<file path="src/hw/rtl/pidc_pkg.sv">
// shared types, constants and saturation helpers for the pid controller
package pidc_pkg;

  localparam int DATA_W    = 32;
  localparam int SUM_W     = 48;
  localparam int FRAC_W    = 16;
  localparam int MUL_A_W   = DATA_W + 1;
  localparam int PROD_W    = MUL_A_W + DATA_W;
  localparam int TERM_W    = PROD_W - FRAC_W;
  localparam int TOTAL_W   = TERM_W + 2;
  localparam int CFG_IDX_W = 2;

  // divider retires two quotient bits per cycle
  localparam int DIV_BITS_PER_CYCLE = 2;
  localparam int DIV_STEPS = SUM_W / DIV_BITS_PER_CYCLE;
  localparam int DIV_CNT_W = $clog2(DIV_STEPS);

  localparam logic [SUM_W-1:0] SUM_MAX = {1'b0, {(SUM_W-1){1'b1}}};
  localparam logic [SUM_W-1:0] SUM_MIN = {1'b1, {(SUM_W-1){1'b0}}};

  localparam logic [CFG_IDX_W-1:0] CFG_PROP_GAIN     = 2'd0;
  localparam logic [CFG_IDX_W-1:0] CFG_INTEGRAL_TIME = 2'd1;
  localparam logic [CFG_IDX_W-1:0] CFG_DERIV_TIME    = 2'd2;
  localparam logic [CFG_IDX_W-1:0] CFG_INTEGRAL_MODE = 2'd3;

  localparam logic CMD_STEP  = 1'b0;
  localparam logic CMD_CLEAR = 1'b1;
  localparam logic MODE_RAW  = 1'b1;

  typedef struct packed {
    logic             start;
    logic [SUM_W-1:0] mag;
    logic [DATA_W-1:0] den;
  } div_req_t;

  typedef struct packed {
    logic             done;
    logic [SUM_W-1:0] quot;
  } div_rsp_t;

  function automatic logic signed [SUM_W-1:0] sat_sum(input logic signed [SUM_W:0] x);
    logic signed [SUM_W-1:0] r;
    if (x[SUM_W] != x[SUM_W-1]) begin
      r = x[SUM_W] ? SUM_MIN : SUM_MAX;
    end else begin
      r = x[SUM_W-1:0];
    end
    return r;
  endfunction

  function automatic logic signed [DATA_W-1:0] sat_out(input logic signed [TOTAL_W-1:0] x);
    logic signed [DATA_W-1:0] r;
    if ((&x[TOTAL_W-1:DATA_W-1]) || !(|x[TOTAL_W-1:DATA_W-1])) begin
      r = x[DATA_W-1:0];
    end else begin
      r = x[TOTAL_W-1] ? {1'b1, {(DATA_W-1){1'b0}}} : {1'b0, {(DATA_W-1){1'b1}}};
    end
    return r;
  endfunction

endpackage

</file>
<file path="src/hw/rtl/pidc_in_if.sv">
// step channel: command and error sample
interface pidc_in_if;
  logic                               valid;
  logic                               ready;
  logic                               cmd;
  logic signed [pidc_pkg::DATA_W-1:0] error_in;

  modport source (output valid, cmd, error_in, input ready);
  modport sink   (input valid, cmd, error_in, output ready);
endinterface

</file>
<file path="src/hw/rtl/pidc_out_if.sv">
// result channel: control output
interface pidc_out_if;
  logic                               valid;
  logic                               ready;
  logic signed [pidc_pkg::DATA_W-1:0] control_out;

  modport source (output valid, control_out, input ready);
  modport sink   (input valid, control_out, output ready);
endinterface

</file>
<file path="src/hw/rtl/pidc_mul.sv">
// shared signed multiplier with registered product
module pidc_mul (
  input  logic                                 clk_i,
  input  logic signed [pidc_pkg::MUL_A_W-1:0]  a_i,
  input  logic signed [pidc_pkg::DATA_W-1:0]   b_i,
  output logic signed [pidc_pkg::PROD_W-1:0]   prod_o
);

  logic signed [pidc_pkg::PROD_W-1:0] prod_q;

  always_ff @(posedge clk_i) begin
    prod_q <= pidc_pkg::PROD_W'(a_i) * pidc_pkg::PROD_W'(b_i);
  end

  assign prod_o = prod_q;

endmodule

</file>
<file path="src/hw/rtl/pidc_div.sv">
// iterative restoring divider: mag * 2^16 / den, capped to the sum range
module pidc_div (
  input  logic                 clk_i,
  input  logic                 rst_ni,
  input  pidc_pkg::div_req_t   req_i,
  output pidc_pkg::div_rsp_t   rsp_o
);

  localparam int SW = pidc_pkg::SUM_W;
  localparam int DW = pidc_pkg::DATA_W;
  localparam int FW = pidc_pkg::FRAC_W;
  localparam int HW = SW - DW;

  logic                          busy_q;
  logic                          done_q;
  logic                          ovf_q;
  logic [pidc_pkg::DIV_CNT_W-1:0] cnt_q;
  logic [DW-1:0]                 rem_q, rem_d;
  logic [DW-1:0]                 den_q;
  logic [SW-1:0]                 sh_q, sh_d;
  logic [SW-1:0]                 quot_q;
  logic                          ovf_start;

  // high part of the dividend already at or above den means quotient >= 2^48
  assign ovf_start = {{(DW-HW){1'b0}}, req_i.mag[SW-1:DW]} >= req_i.den;

  always_comb begin : div_step
    logic [DW:0] t;
    logic        qb;
    rem_d = rem_q;
    sh_d  = sh_q;
    for (int k = 0; k < pidc_pkg::DIV_BITS_PER_CYCLE; k++) begin
      t = {rem_d, sh_d[SW-1]};
      if (t >= {1'b0, den_q}) begin
        t  = t - {1'b0, den_q};
        qb = 1'b1;
      end else begin
        qb = 1'b0;
      end
      rem_d = t[DW-1:0];
      sh_d  = {sh_d[SW-2:0], qb};
    end
  end

  always_ff @(posedge clk_i or negedge rst_ni) begin
    if (!rst_ni) begin
      busy_q <= 1'b0;
      done_q <= 1'b0;
      cnt_q  <= '0;
    end else begin
      done_q <= 1'b0;
      if (!busy_q) begin
        if (req_i.start) begin
          busy_q <= 1'b1;
          cnt_q  <= '0;
        end
      end else begin
        cnt_q <= cnt_q + 1'b1;
        if (cnt_q == pidc_pkg::DIV_CNT_W'(pidc_pkg::DIV_STEPS - 1)) begin
          busy_q <= 1'b0;
          done_q <= 1'b1;
        end
      end
    end
  end

  always_ff @(posedge clk_i) begin
    if (!busy_q) begin
      if (req_i.start) begin
        den_q <= req_i.den;
        ovf_q <= ovf_start;
        rem_q <= ovf_start ? '0 : {{(DW-HW){1'b0}}, req_i.mag[SW-1:DW]};
        sh_q  <= {req_i.mag[DW-1:0], {FW{1'b0}}};
      end
    end else begin
      rem_q <= rem_d;
      sh_q  <= sh_d;
      if (cnt_q == pidc_pkg::DIV_CNT_W'(pidc_pkg::DIV_STEPS - 1)) begin
        quot_q <= (ovf_q || sh_d[SW-1]) ? pidc_pkg::SUM_MAX : sh_d;
      end
    end
  end

  assign rsp_o.done = done_q;
  assign rsp_o.quot = quot_q;

endmodule

</file>
<file path="src/hw/rtl/pid_controller_two_integral_modes.sv">
// top level: discrete pid controller with two integral modes, Q16.16
//
// step_i carries one word per control step: cmd selects a step or a clear of
// the controller state, error_in is the error sample. result_o returns one
// word, control_out = P + I + D saturated to 32 bits, for every step; a clear
// returns nothing. Gains, integral time and integral mode are written through
// the cfg port (cfg_we_i, cfg_idx_i, cfg_data_i); the user must write them only
// while the block is idle, which the block itself does not enforce.
// One step word is in work at a time; step_i.ready is high only when the
// sequencer is idle. A taken step word goes through the P and D products on
// one shared multiplier, then one divider pass with integral mode 0 or two
// with mode 1, then the sum state that writes the result word; when the
// integral time is zero the divider is skipped and the integral sums are
// cleared. The shared divider retires two quotient bits a cycle over 48 bits,
// and a clear is handled entirely in the idle state.
// The finished word waits in an output register; if the receiver stalls, the
// next step word is still taken and its result holds until that register
// frees up. Reset zeroes the configuration registers, both integral sums and
// the previous error, and leaves no word pending on result_o.
module pid_controller_two_integral_modes (
  input  logic                                 clk_i,
  input  logic                                 rst_ni,
  pidc_in_if.sink                              step_i,
  pidc_out_if.source                           result_o,
  input  logic                                 cfg_we_i,
  input  logic [pidc_pkg::CFG_IDX_W-1:0]       cfg_idx_i,
  input  logic [pidc_pkg::DATA_W-1:0]          cfg_data_i
);

  localparam int DW = pidc_pkg::DATA_W;
  localparam int SW = pidc_pkg::SUM_W;
  localparam int TW = pidc_pkg::TERM_W;
  localparam int OW = pidc_pkg::TOTAL_W;
  localparam int FW = pidc_pkg::FRAC_W;

  typedef enum logic [2:0] {
    ST_IDLE,
    ST_MUL_P,
    ST_MUL_D,
    ST_DIV_A,
    ST_WAIT_A,
    ST_WAIT_B,
    ST_SUM
  } state_e;

  state_e state_q;

  logic signed [DW-1:0] kp_q, td_q;
  logic [DW-1:0]        ti_q;
  logic                 mode_q;

  logic signed [DW-1:0] e_q, last_q;
  logic signed [SW-1:0] scaled_q, raw_q, i_q;
  logic signed [TW-1:0] p_q, d_q;
  logic                 neg_q;
  pidc_pkg::div_req_t   div_req_q;
  pidc_pkg::div_rsp_t   div_rsp;
  logic                 out_valid_q;
  logic signed [DW-1:0] out_data_q;

  logic signed [pidc_pkg::MUL_A_W-1:0] mul_a;
  logic signed [DW-1:0]                mul_b;
  logic signed [pidc_pkg::PROD_W-1:0]  prod;

  logic signed [SW-1:0] quot_s, scaled_new, raw_new;
  logic signed [OW-1:0] total;
  logic                 step_acc;

  // configuration registers
  always_ff @(posedge clk_i or negedge rst_ni) begin
    if (!rst_ni) begin
      kp_q   <= '0;
      ti_q   <= '0;
      td_q   <= '0;
      mode_q <= 1'b0;
    end else if (cfg_we_i) begin
      case (cfg_idx_i)
        pidc_pkg::CFG_PROP_GAIN:     kp_q   <= cfg_data_i;
        pidc_pkg::CFG_INTEGRAL_TIME: ti_q   <= cfg_data_i;
        pidc_pkg::CFG_DERIV_TIME:    td_q   <= cfg_data_i;
        pidc_pkg::CFG_INTEGRAL_MODE: mode_q <= cfg_data_i[0];
        default: ;
      endcase
    end
  end

  // multiplier operands: kp * e first, then td * (e - last)
  always_comb begin
    if (state_q == ST_MUL_D) begin
      mul_a = {e_q[DW-1], e_q} - {last_q[DW-1], last_q};
      mul_b = td_q;
    end else begin
      mul_a = {e_q[DW-1], e_q};
      mul_b = kp_q;
    end
  end

  pidc_mul u_mul (
    .clk_i  (clk_i),
    .a_i    (mul_a),
    .b_i    (mul_b),
    .prod_o (prod)
  );

  pidc_div u_div (
    .clk_i  (clk_i),
    .rst_ni (rst_ni),
    .req_i  (div_req_q),
    .rsp_o  (div_rsp)
  );

  assign quot_s     = neg_q ? -$signed(div_rsp.quot) : $signed(div_rsp.quot);
  assign scaled_new = pidc_pkg::sat_sum({scaled_q[SW-1], scaled_q} + {quot_s[SW-1], quot_s});
  assign raw_new    = pidc_pkg::sat_sum({raw_q[SW-1], raw_q} + {{(SW+1-DW){e_q[DW-1]}}, e_q});
  assign total      = {{(OW-TW){p_q[TW-1]}}, p_q} + {{(OW-SW){i_q[SW-1]}}, i_q}
                    + {{(OW-TW){d_q[TW-1]}}, d_q};

  assign step_acc       = step_i.valid && step_i.ready;
  assign step_i.ready   = (state_q == ST_IDLE);
  assign result_o.valid = out_valid_q;
  assign result_o.control_out = out_data_q;

  always_ff @(posedge clk_i or negedge rst_ni) begin
    if (!rst_ni) begin
      state_q         <= ST_IDLE;
      scaled_q        <= '0;
      raw_q           <= '0;
      last_q          <= '0;
      div_req_q.start <= 1'b0;
      out_valid_q     <= 1'b0;
    end else begin
      div_req_q.start <= 1'b0;
      if (result_o.ready) begin
        out_valid_q <= 1'b0;
      end
      case (state_q)
        ST_IDLE: begin
          if (step_acc) begin
            e_q <= step_i.error_in;
            if (step_i.cmd == pidc_pkg::CMD_CLEAR) begin
              scaled_q <= '0;
              raw_q    <= '0;
              last_q   <= '0;
            end else begin
              state_q <= ST_MUL_P;
            end
          end
        end
        ST_MUL_P: state_q <= ST_MUL_D;
        ST_MUL_D: begin
          p_q     <= prod[pidc_pkg::PROD_W-1:FW];
          state_q <= ST_DIV_A;
        end
        ST_DIV_A: begin
          d_q    <= prod[pidc_pkg::PROD_W-1:FW];
          last_q <= e_q;
          if (ti_q == '0) begin
            scaled_q <= '0;
            raw_q    <= '0;
            i_q      <= '0;
            state_q  <= ST_SUM;
          end else begin
            div_req_q.start <= 1'b1;
            div_req_q.mag   <= e_q[DW-1] ? SW'(-{{(SW-DW){e_q[DW-1]}}, e_q})
                                         : {{(SW-DW){1'b0}}, e_q};
            div_req_q.den   <= ti_q;
            neg_q           <= e_q[DW-1];
            state_q         <= ST_WAIT_A;
          end
        end
        ST_WAIT_A: begin
          if (div_rsp.done) begin
            scaled_q <= scaled_new;
            raw_q    <= raw_new;
            if (mode_q == pidc_pkg::MODE_RAW) begin
              // second pass divides the updated raw sum
              div_req_q.start <= 1'b1;
              div_req_q.mag   <= raw_new[SW-1] ? -raw_new : raw_new;
              neg_q           <= raw_new[SW-1];
              state_q         <= ST_WAIT_B;
            end else begin
              i_q     <= scaled_new;
              state_q <= ST_SUM;
            end
          end
        end
        ST_WAIT_B: begin
          if (div_rsp.done) begin
            i_q     <= quot_s;
            state_q <= ST_SUM;
          end
        end
        ST_SUM: begin
          if (!out_valid_q || result_o.ready) begin
            out_data_q  <= pidc_pkg::sat_out(total);
            out_valid_q <= 1'b1;
            state_q     <= ST_IDLE;
          end
        end
        default: state_q <= ST_IDLE;
      endcase
    end
  end

  a_done_only_when_waiting: assert property (@(posedge clk_i) disable iff (!rst_ni)
    div_rsp.done |-> (state_q == ST_WAIT_A || state_q == ST_WAIT_B))
    else $error("divider finished outside a wait state");

  a_result_from_sum: assert property (@(posedge clk_i) disable iff (!rst_ni)
    $rose(out_valid_q) |-> $past(state_q == ST_SUM))
    else $error("result word raised outside the sum state");

  a_clear_gives_no_word: assert property (@(posedge clk_i) disable iff (!rst_ni)
    (step_acc && step_i.cmd == pidc_pkg::CMD_CLEAR) |=> !$rose(out_valid_q))
    else $error("clear command produced a result word");

  a_start_only_when_idle_div: assert property (@(posedge clk_i) disable iff (!rst_ni)
    div_req_q.start |-> $past(state_q == ST_DIV_A || state_q == ST_WAIT_A))
    else $error("divider started from an unexpected state");

endmodule

</file>
<file path="src/flat_wrapper.sv">
// flat-port wrapper written by rule: the top's interface ports become plain ports
module pid_controller_two_integral_modes_flat 
  (clk_i, rst_ni, cfg_we_i, cfg_idx_i, cfg_data_i, step_i_valid, step_i_cmd, step_i_error_in, step_i_ready, result_o_valid, result_o_control_out, result_o_ready);
  pidc_in_if step_i_i ();
  pidc_out_if result_o_i ();
  input  logic clk_i;
  input  logic rst_ni;
  input  logic cfg_we_i;
  input  logic [pidc_pkg::CFG_IDX_W-1:0] cfg_idx_i;
  input  logic [pidc_pkg::DATA_W-1:0] cfg_data_i;
  input wire logic [$bits(step_i_i.valid)-1:0] step_i_valid;
  input wire logic [$bits(step_i_i.cmd)-1:0] step_i_cmd;
  input wire logic [$bits(step_i_i.error_in)-1:0] step_i_error_in;
  output wire logic [$bits(step_i_i.ready)-1:0] step_i_ready;
  output wire logic [$bits(result_o_i.valid)-1:0] result_o_valid;
  output wire logic [$bits(result_o_i.control_out)-1:0] result_o_control_out;
  input wire logic [$bits(result_o_i.ready)-1:0] result_o_ready;
  assign step_i_i.valid = step_i_valid;
  assign step_i_i.cmd = step_i_cmd;
  assign step_i_i.error_in = step_i_error_in;
  assign step_i_ready = step_i_i.ready;
  assign result_o_valid = result_o_i.valid;
  assign result_o_control_out = result_o_i.control_out;
  assign result_o_i.ready = result_o_ready;
  pid_controller_two_integral_modes u_core (.clk_i(clk_i), .rst_ni(rst_ni), .step_i(step_i_i), .result_o(result_o_i), .cfg_we_i(cfg_we_i), .cfg_idx_i(cfg_idx_i), .cfg_data_i(cfg_data_i));
endmodule
</file>
<file path="config.mk">
export PLATFORM = sky130hd
export DESIGN_NAME = pid_controller_two_integral_modes_flat
export DESIGN_NICKNAME = d
export VERILOG_FILES = /design/src/hw/rtl/pidc_pkg.sv /design/src/hw/rtl/pidc_in_if.sv /design/src/hw/rtl/pidc_out_if.sv /design/src/hw/rtl/pidc_mul.sv /design/src/hw/rtl/pidc_div.sv /design/src/hw/rtl/pid_controller_two_integral_modes.sv /design/src/flat_wrapper.sv
export SDC_FILE = /design/constraint.sdc
export NUM_CORES = 2
export LEC_CHECK = 0
export BUFFER_PORTS_ARGS = -buffer_cell sky130_fd_sc_hd__clkbuf_2
export CAP_MARGIN = 5
export CORE_MARGIN = 3
export CORE_UTILIZATION = 68
export DETAILED_ROUTE_END_ITERATION = 6
export PLACE_DENSITY_LB_ADDON = 0.08
export SETUP_SLACK_MARGIN = 0.4
export SYNTH_ARGS = -nofsm -noshare
export SYNTH_HDL_FRONTEND = slang
export SYNTH_SLANG_ARGS = --single-unit
</file>
<file path="constraint.sdc">
create_clock -name clk_i -period 17.3 [get_ports clk_i]
set_input_delay 0.865 -clock clk_i [delete_from_list [all_inputs] [get_ports clk_i]]
set_output_delay 0.865 -clock clk_i [all_outputs]
set_load 0.02 [all_outputs]
</file>
==> results_dict.tcl <==
set metrics [dict create \
    status "finished, violations left" \
    violations "design-rule violations" \
    worst_slew_pin_slew_ns 1.36 \
    yosysWarnings 0 \
    floorplan.initialDensity_pct 69.0 \
    hold_class "in -> async" \
    drt-total-wl_um 289000 \
    io-pin-count 106 \
    drc 9 \
    synth_cell_types 95 \
    track_usage_pct 45.8 \
    ys_seq_elements 738 \
    dpl.hpwl_um 220000 \
    crit_type "reg -> reg" \
    hold_viol_final 0 \
    ant_nets 0 \
    core_area_um2 121000 \
    cts.clk_slew.worst_paths_ns 0.07 \
    yosys.area_share.simple_pct 12.6 \
    drtPass1Iterations 7 \
    vias 69615 \
    grt_pass1_wl_um 431000 \
    cp_max_fo 25 \
    synthTopCellsByArea "fa_1 27%, edfxtp_1 16%, ha_1 7.4%" \
    cp_slowest_cell "fa_1" \
    cts_max_path_buffers 3 \
    grt_overflow 0 \
    rsz0062_at_grt "false" \
    die_width_um 356 \
    drv_slew 0 \
    critPathArrivalTime_ns 13.26 \
    htreeDepth 3 \
    antenna_found_initial 31 \
    die-height_um 356 \
    required_ns 17.94 \
    cts_buffers 83 \
    synth-edff-count 452 \
    gp_congestion 1.07 \
    slowest_delay_ns 0.97 \
    cts_setup_buffers 0 \
    cts_hold_buffers 0 \
    cap_violations 0 \
    yosysSeqAreaShare_pct 24.5 \
    rows 127 \
    min_period_over_period_pct 73.0 \
    synth_top_area_share_pct 26.8 \
    clock-sinks 738 \
    layout_commonest_cell "inv_1" \
    dr.first_iter.drc_count 8953 \
    io_buffers 105 \
    nets 10371 \
    avgSynthCellArea_um2 9.55 \
    syn_to_final_growth_pct 6.58 \
    netlist_instances 8743 \
    synth_top_family_by_area "adder cells" \
    fin_skew_ns 0.0445 \
    end_kind "flop" \
    grt_pass1_vias 70790 \
    max_freq_mhz 79.2 \
    setup_viol 0 \
    crit_path_start_kind "flop" \
    die_area_um2 127000 \
    critPathMostFrequentCell "fa_1" \
    post-route-min-period_ns 12.62 \
    grt_max_degree 143 \
    synthAdderAreaFrac_pct 34.3 \
    worstSkewPairLatency_ns 0.74 \
    root_buffer "clkbuf_16" \
    viasPerCell 6.70 \
    cts_tree "done" \
    synth_nets 10428 \
    drive_gt1_share_pct 7.89 \
    avgRoutedWirePerCell_um 27.8 \
    muxShareOfSynthArea_pct 3.35 \
    reg2regPathDepth 41 \
    synth_area_um2 83500 \
    layout_common_cells "1292 x inv_1, 1118 x fa_1, 929 x nand2_1, 707 x nor2_1, 494 x ha_1" \
    async_reset_ff_share_pct 32.1 \
    fin_setup_tns_ns 0 \
    synth.largest_area_cell "fa_1" \
    cts_resized 0 \
    slew_headroom_pct 9.41 \
    synth-xor-area-share_pct 4.03 \
    synth_compound_area_share_pct 13.5 \
    synth_ff_type "edfxtp_1" \
]
==> routing by layer <==
metal	share of wire (%)	vias to the layer above	track usage, %
met4	8.7	22	30.3
li1	-	29049	-
met3	14	1503	16.9
met5	0.14	-	0.0377
met1	34	34206	55.1
met2	43	4835	69.4
==> cell type report <==
class                           instances  area, µm²
Timing Repair Buffer                  268       1770
Multi-Input combinational cell       6300      56800
Fill cell                            8725      32000
Clock inverter                         52        644
Antenna cell                           22       55.1
Inverter                             1295       4860
Sequential cell                       738      20500
Tap cell                             1612       2020
Clock buffer                          104       2290
==> state kept, by name, summed over array words and instances (netlist names), 48 cells and up <==
register	cells
u_core.scaled_q	48
u_core.div_req_q	81
u_core.raw_q	48
u_core.u_mul.prod_o	49
u_core.u_div.sh_q	48
u_core.i_q	48
u_core.d_q	49
u_core.p_q	49
u_core.u_div.quot_q	48
==> synth_stat cells (all sizes together) (22+ instances only) <==
cell,number
a21o,219
o21bai,47
a22o,90
o21ai,320
nor2b,46
mux2,170
a21boi,22
o22ai,40
a32oi,31
o31ai,37
edfxtp,452
dfrtp,237
nand4,64
ha,495
and3,33
a32o,33
and2,86
nor2,713
xor2,146
nand2b,61
a31oi,50
dfxtp,49
buf,37
a22oi,36
clkbuf,373
nand2,930
xnor2,238
nor3,97
a211oi,42
o21a,72
nor4,52
or3,81
inv,1293
mux2i,87
fa,1118
o211ai,34
nand3,72
a21oi,443
o41ai,24
or2,35
==> worst paths after layout <==
check / from / end / slack [ns]
worst min-delay path: rst_ni / u_core.kp_q[2] / 0.06
worst max-delay path: u_core.e_q[0] / u_core.u_mul.prod_o[59] / 4.68
worst max register to register: u_core.e_q[0] / u_core.u_mul.prod_o[59] / 4.68
worst min register to register: u_core.u_mul.prod_o[49] / u_core.p_q[33] / 0.42
min in group clk_i: step_i_error_in[28] / u_core.e_q[28] / 0.32
max in group asynchronous: rst_ni / u_core.ti_q[29] / 15.66
==> kinds of logic after synthesis <==
logic type / after synthesis
other cells: 1
simple gates: 2343
buf+inv: 1705
mux: 257
xor+xnor: 384
fa+ha+maj: 1620
flops: 738
compound gates: 1695
==> metrics by stage <==
step	area [µm²]	utilization [%]	hold slack, ns	cells	worst slack (ns)
6_report	89000	73.6	0.0591	10391	4.68
5_1_grt	88900	73.5	0.0637	10374	4.05
4_1_cts	88900	73.5	0.0318	10369	4.81
3_5_place_dp	86000	71.1	0.414	10213	4.98
3_3_place_gp	86000	71.1	0.410	10213	5.23
2_1_floorplan	83500	-	0.404	8743	6.56
==> critical path: cells and delay by family (launching register included) <==
kind            cells  cell delay [ns]
simple gates        6             1.02
xor+xnor            1             0.15
flops               1             0.48
buf+inv             7             1.10
compound gates     16             4.39
fa+ha+maj          11             5.37
Power is left out: the tool's default activity adds up to more than one toggle a clock period on the data nets, which glitch-free logic cannot reach.
